## src/m3i_pkg.sv

```systemverilog
// Types, widths and helpers for the 3x3 matrix inverse.
`default_nettype none
package m3i_pkg;

  localparam int FRAC_BITS = 16;
  localparam int DW     = 32;               // entry width
  localparam int PW     = 2 * DW;           // product width
  localparam int CW     = PW + 1;           // signed cofactor
  localparam int MW     = PW;               // cofactor magnitude
  localparam int LO_W   = DW;               // low split of a cofactor for det terms
  localparam int DETW   = 99;               // signed determinant
  localparam int DMW    = DETW - 1;         // determinant magnitude
  localparam int TOL_W  = 31;
  localparam int NW     = MW + 2 * FRAC_BITS; // dividend width
  localparam int QB     = DW;               // quotient bits before rounding
  localparam int CMPW   = DMW + QB + 1;     // compare width in the divider
  localparam int NCOF   = 9;
  localparam int QDEPTH = 2;

  typedef struct packed {
    logic signed [DW-1:0] a_00;
    logic signed [DW-1:0] a_01;
    logic signed [DW-1:0] a_02;
    logic signed [DW-1:0] a_10;
    logic signed [DW-1:0] a_11;
    logic signed [DW-1:0] a_12;
    logic signed [DW-1:0] a_20;
    logic signed [DW-1:0] a_21;
    logic signed [DW-1:0] a_22;
  } in_word_t;

  typedef struct packed {
    logic signed [DW-1:0] inv_00;
    logic signed [DW-1:0] inv_01;
    logic signed [DW-1:0] inv_02;
    logic signed [DW-1:0] inv_10;
    logic signed [DW-1:0] inv_11;
    logic signed [DW-1:0] inv_12;
    logic signed [DW-1:0] inv_20;
    logic signed [DW-1:0] inv_21;
    logic signed [DW-1:0] inv_22;
    logic                 invertible;
  } out_word_t;

  // Classified matrix handed from front to back.
  typedef struct packed {
    logic [NCOF-1:0][MW-1:0] mag;
    logic [NCOF-1:0]         neg;
    logic [DMW-1:0]          dmag;
    logic                    dneg;
    logic                    inv;
  } item_t;

  // Clamp a magnitude to the output range and apply the sign.
  function automatic logic signed [DW-1:0] sat_round(input logic neg,
                                                     input logic [MW:0] m);
    logic [MW:0]   lim;
    logic [DW-1:0] mm;
    lim = neg ? ((MW+1)'(1) << (DW - 1)) : (((MW+1)'(1) << (DW - 1)) - 1'b1);
    mm  = (m > lim) ? lim[DW-1:0] : m[DW-1:0];
    return neg ? -mm : mm;
  endfunction

endpackage
`default_nettype wire

```

## src/m3i_queue.sv

```systemverilog
// Short queue between front and back.
`default_nettype none
module m3i_queue (
  input  wire logic            clk,
  input  wire logic            rst_n,
  input  wire logic            push,
  input  wire m3i_pkg::item_t  push_item,
  input  wire logic            pop,
  output logic                 full,
  output logic                 empty,
  output m3i_pkg::item_t       pop_item
);

  localparam int AW   = (m3i_pkg::QDEPTH > 1) ? $clog2(m3i_pkg::QDEPTH) : 1;
  localparam int CNTW = $clog2(m3i_pkg::QDEPTH + 1);

  m3i_pkg::item_t  mem [m3i_pkg::QDEPTH];
  logic [AW-1:0]   wr_r, rd_r;
  logic [CNTW-1:0] cnt_r;

  assign full     = cnt_r == CNTW'(m3i_pkg::QDEPTH);
  assign empty    = cnt_r == '0;
  assign pop_item = mem[rd_r];

  always_ff @(posedge clk) begin
    if (push) mem[wr_r] <= push_item;
  end

  // pointers and fill count
  always_ff @(posedge clk) begin
    if (!rst_n) begin
      wr_r  <= '0;
      rd_r  <= '0;
      cnt_r <= '0;
    end else begin
      if (push) wr_r <= (wr_r == AW'(m3i_pkg::QDEPTH - 1)) ? '0 : wr_r + 1'b1;
      if (pop)  rd_r <= (rd_r == AW'(m3i_pkg::QDEPTH - 1)) ? '0 : rd_r + 1'b1;
      cnt_r <= cnt_r + CNTW'(push) - CNTW'(pop);
    end
  end

endmodule
`default_nettype wire

```

## config.mk

```make
export PLATFORM = sky130hd
export DESIGN_NAME = m3i_queue
export DESIGN_NICKNAME = d
export VERILOG_FILES = /design/src/m3i_pkg.sv /design/src/m3i_queue.sv
export SDC_FILE = /design/constraint.sdc
export NUM_CORES = 1
export LEC_CHECK = 0
export BUFFER_PORTS_ARGS = -buffer_cell sky130_fd_sc_hd__buf_4
export CAP_MARGIN = 0
export CORE_AREA = 2 2 537 539
export CTS_CLUSTER_SIZE = 24
export DETAILED_ROUTE_END_ITERATION = 8
export DIE_AREA = 0 0 539 541
export HOLD_SLACK_MARGIN = 0.06
export PLACE_DENSITY = 0.49
export SLEW_MARGIN = 20
export SYNTH_ARGS = -nofsm -noshare
export SYNTH_HDL_FRONTEND = slang
export SYNTH_SLANG_ARGS = --single-unit
```

## constraint.sdc

```tcl
create_clock -name clk -period 30 [get_ports clk]
set_input_delay 1.5 -clock clk [delete_from_list [all_inputs] [get_ports clk]]
set_output_delay 1.5 -clock clk [all_outputs]
set_load 0.005 [all_outputs]
```

Word-level counts from Yosys, hierarchy flattened

Memory sizes are Yosys's and may differ from the RTL's. A register that Yosys moved wholly into a read port is not among the register bits.
Index checks and enable logic that the tools add are counted.

Bits in registers: 4
Memory bits (writable): 1,370
Input bits: 689
Memories kept: 1

Memories:

| memory | depth | bits a word | rd ports | clocked after memory_dff | write ports | RTL line        | text |
|---|---|---|---|---|---|---|---|
| mem    | 2     | 685         | 1        | 1                        | 1           | m3i_queue.sv:17 | `m3i_pkg::item_t mem [m3i_pkg::QDEPTH];` |

Add/subtract/negate cells: 4
Eq/ne operators: 1
Muxes and demuxes: 6
Reduce and logical (&&, ||, !) cells: 1

Operators by type and width:

| operator                              | count |
|---|---|
| 2-to-1 mux 1 bit                      | 6 |
| adder 1 bit (second input constant)   | 2 |
| adder 2 x 1 -> 2 bit                  | 1 |
| == test 2 bit (second input constant) | 1 |
| zero test 2 bit                       | 1 |
| subtractor 2 x 1 -> 2 bit             | 1 |

Logic depth before layout (Yosys ltp)

Depth after elaboration: 4
Mapped depth: 6
Mapped depth without buffers: 6

Worst setup path after synthesis

OpenSTA, ideal clock, no wires.

Kind: input to register
From: input port push
To: register wr_r
Library setup time: 0.178 ns
Arrival time: 32.831 ns
Data required time: 29.822 ns
Setup slack: -3.009 ns
Cell stages on the path: 2
Buffers on the path: 0
Cell sequence: nor2b_1 > o21a_1

RTL lines:

| what                   | RTL line        | text |
|---|---|---|
| start: declaration     | m3i_queue.sv:6  | `input wire logic push,` |
| end signal: assignment | m3i_queue.sv:36 | `if (push) wr_r <= (wr_r == AW'(m3i_pkg::QDEPTH - 1)) ? '0 : wr_r + 1'b1;` |
| end: declaration       | m3i_queue.sv:18 | `logic [AW-1:0] wr_r, rd_r;` |

==> results by group <==
Status
  • Outcome: complete, no violations

Timing
  • RSZ-0062 raised after global routing: false
  • Final min period: 6.05 ns
  • Final setup viols: 0
  • Setup ws final: 23.95 ns
  • Final Skew: 0.0522 ns
  • Tightest Pin Transition: 1.11 ns
  • Final Hold Viols: 0
  • Slew HR: 26.1%
  • Final period util: 20.2%
  • Fmax: 165 MHz
  • Max Slew Vio Count: 0
  • Total negative slack: 0 ns

Die
  • Cell row count: 197
  • Starting Density: 18.5%
  • Die area: 0.292 sq mm
  • Die X: 539 um
  • Top Ports: 1376
  • Die height: 541 um
  • Core area: 0.286 sq mm

Synthesis
  • Mean Syn Cell Area: 24.6 sq um
  • Synthesized area: 0.0530 sq mm
  • Syn Nets: 2843
  • Sequential element share of the synthesized area: 77.9%
  • Number of warnings issued by yosys: 0
  • Post-synth cell types: 16
  • Syn Inst Count: 2152
  • #FFs+latches synth: 1375

Critical path
  • Setup crit end: pop_item[325]
  • Worst reg2reg startpoint: wr_r
  • Setup slack, reg-to-reg: 26.11 ns
  • R2R Path End: mem[0][412]
  • Critical path data arrival time: 4.55 ns
  • Worst reg-to-reg path cell count: 5
  • Startpoint Class: register
  • Crit path kind: register to output port
  • WP data required: 28.50 ns
  • CP Capture Type: output port
  • Crit path max fanout: 54

Route
  • Post-route ant nets: 0
  • # DRC: 0
  • Metal2 WL: 89.7 mm
  • Uppermost layer routed: met5
  • Vias post-DR: 27500
  • Initial drt markers: 1936
  • Routed WL: 193 mm
  • Met1 WL: 74.4 mm
  • Drt pass-1 iters: 5
  • Vias per cell: 3.63
  • Routed length per instance: 25.5 um
  • Routed wl met3: 22.1 mm

Place
  • Placed Area: 0.0669 sq mm
  • Half-perimeter wire length after placement: 148 mm
  • IO buf count: 1375
  • # placed instances: 7263
  • Final GP Congestion: 0.891
  • Dpl ws: 24.62 ns

Clocking
  • Cts hold-fix bufs: 0
  • CTS-repair resized insts: 0
  • Num CTS Buffers: 166
  • CTS Root Cell: clkbuf_16
  • Worst skew pair latency: 0.84 ns
  • Register clock-pin slew on the reported worst setup and hold paths: 0.06 ns
  • CTS Sinks: 1375
  • Clock tree from TritonCTS: done
  • H-Tree Depth: 4
  • Post CTS Setup Buffer Count: 0
  • CTS max path bufs: 4

Global routing
  • GRT overflow: 0
  • Largest net degree at the start of global routing: 145
  • Initial antenna violation count: 124
  • Vias in the first global route: 28200
  • Global Route Usage Sum: 12.7%
  • First-pass GRT wire length: 253 mm

Finish
  • Final nets: 4342
  • Area Overhead vs Synth: 36.3%
  • Final instance area: 0.0722 sq mm
  • Non-Filler Instances: 7579
  • Fill count: 29300
  • Most frequent cells in the layout: buf_4, edfxtp_1, mux2_4, clkbuf_16, mux2_2
  • Area of the multi-input gates: 0.0103 sq mm
  • Commonest non-fill, non-tap cell in the layout: buf_4
  • Reg area: 0.0412 sq mm
  • Share of cells above drive strength 1: 61.6%

Pwr
  • P_leak: 0.0273 uW
  • Total power divided by cell area: 66.8 mW/mm^2
  • Max VDD drop: 0.0000485 V

Job
  • Max-cap violations: 0

Min path
  • Hold WC Path Type: register to register
## where the power goes
part | total, uW | switching (uW) | internal, uW
clock network | 1960 | 818 | 1150
logic | 603 | 275 | 329
registers | 2250 | 27.8 | 2230
## worst max-delay path: stages (launching register included)
cell,delay (ns)
dfxtp_4,0.76
buf_4,0.71
buf_4,0.65
buf_4,0.85
mux2_4,0.36
buf_4,0.15
## cells in the mapped netlist
cell	n	area, sq um
and2_1	4	25.0
buf_12	66	1320
buf_4	3	22.5
buf_6	1	11.3
buf_8	6	90.1
dfxtp_1	5	100
edfxtp_1	1370	41100
ha_1	2	25.0
inv_1	2	7.51
mux2_2	35	394
mux2_4	650	9760
nor2_1	1	3.75
nor2b_1	4	25.0
o21a_1	1	7.51
xnor3_1	1	22.5
xor2_1	1	8.76
## cells by family (layout without fill, tap and decap cells)
family | after synthesis | count (layout) | synth area share, %
buffers and inverters | 78 | 1700 | 2.74
other | 0 | 24 | 0
muxes | 685 | 685 | 19.2
and+or+nand+nor | 9 | 9 | 0.102
xor gates and xnor gates | 2 | 2 | 0.0591
AOI/OAI and AO/OA | 1 | 1 | 0.0142
adders and majority gates | 2 | 2 | 0.0472
DFF | 1375 | 1375 | 77.9
## metrics by stage
| step | utilization, % | total power [uW] | hold WS, ns |
|---|---|---|---|
| 5_1_grt | 25.2 | 5010 | 0.618 |
| 3_5_place_dp | 23.4 | 2910 | 0.579 |
| 3_3_place_gp | 23.4 | 2900 | 0.570 |
| 4_1_cts | 25.2 | 4920 | 0.590 |
| 6_report | 25.2 | 4820 | 0.587 |
| 2_1_floorplan | - | 2640 | 0.555 |
## routing by layer
metal / GRT usage, % / vias to the layer above
li1: - / 11700
met3: 6.06 / 390
met4: 4.97 / 56
met1: 14.5 / 13900
met5: 0 / -
met2: 20.2 / 1447
## layout make-up
cell class,count,area share (%)
Sequential cell,1375,57.1
Timing Repair Buffer,1407,14.7
Multi-Input combinational cell,699,14.2
Tap cell,3781,6.55
Clock buffer,195,5.93
Clock inverter,96,1.32
Antenna cell,24,0.0832
Inverter,2,0.0104
## sequential cells by signal, indices dropped and copies added, names as in the netlist, named ones only
signal  cells
cnt_r       2
mem      1370
rd_r        1
wr_r        1
## how the worst min path moves through the flow
| stage | cells past startpoint | to | from | slack, ns |
|---|---|---|---|---|
| 2_1_floorplan | 2 | register | rd_r | 0.55 |
| 3_3_place_gp | 2 | rd_r | rd_r | 0.57 |
| 3_5_place_dp | 2 | rd_r | rd_r | 0.58 |
| 4_1_cts | 2 | rd_r | rd_r | 0.59 |
| 5_1_grt | 2 | rd_r | rd_r | 0.62 |
| 6_report | 2 | rd_r | rd_r | 0.59 |
No activity file was read; power rests on OpenSTA's default activity.
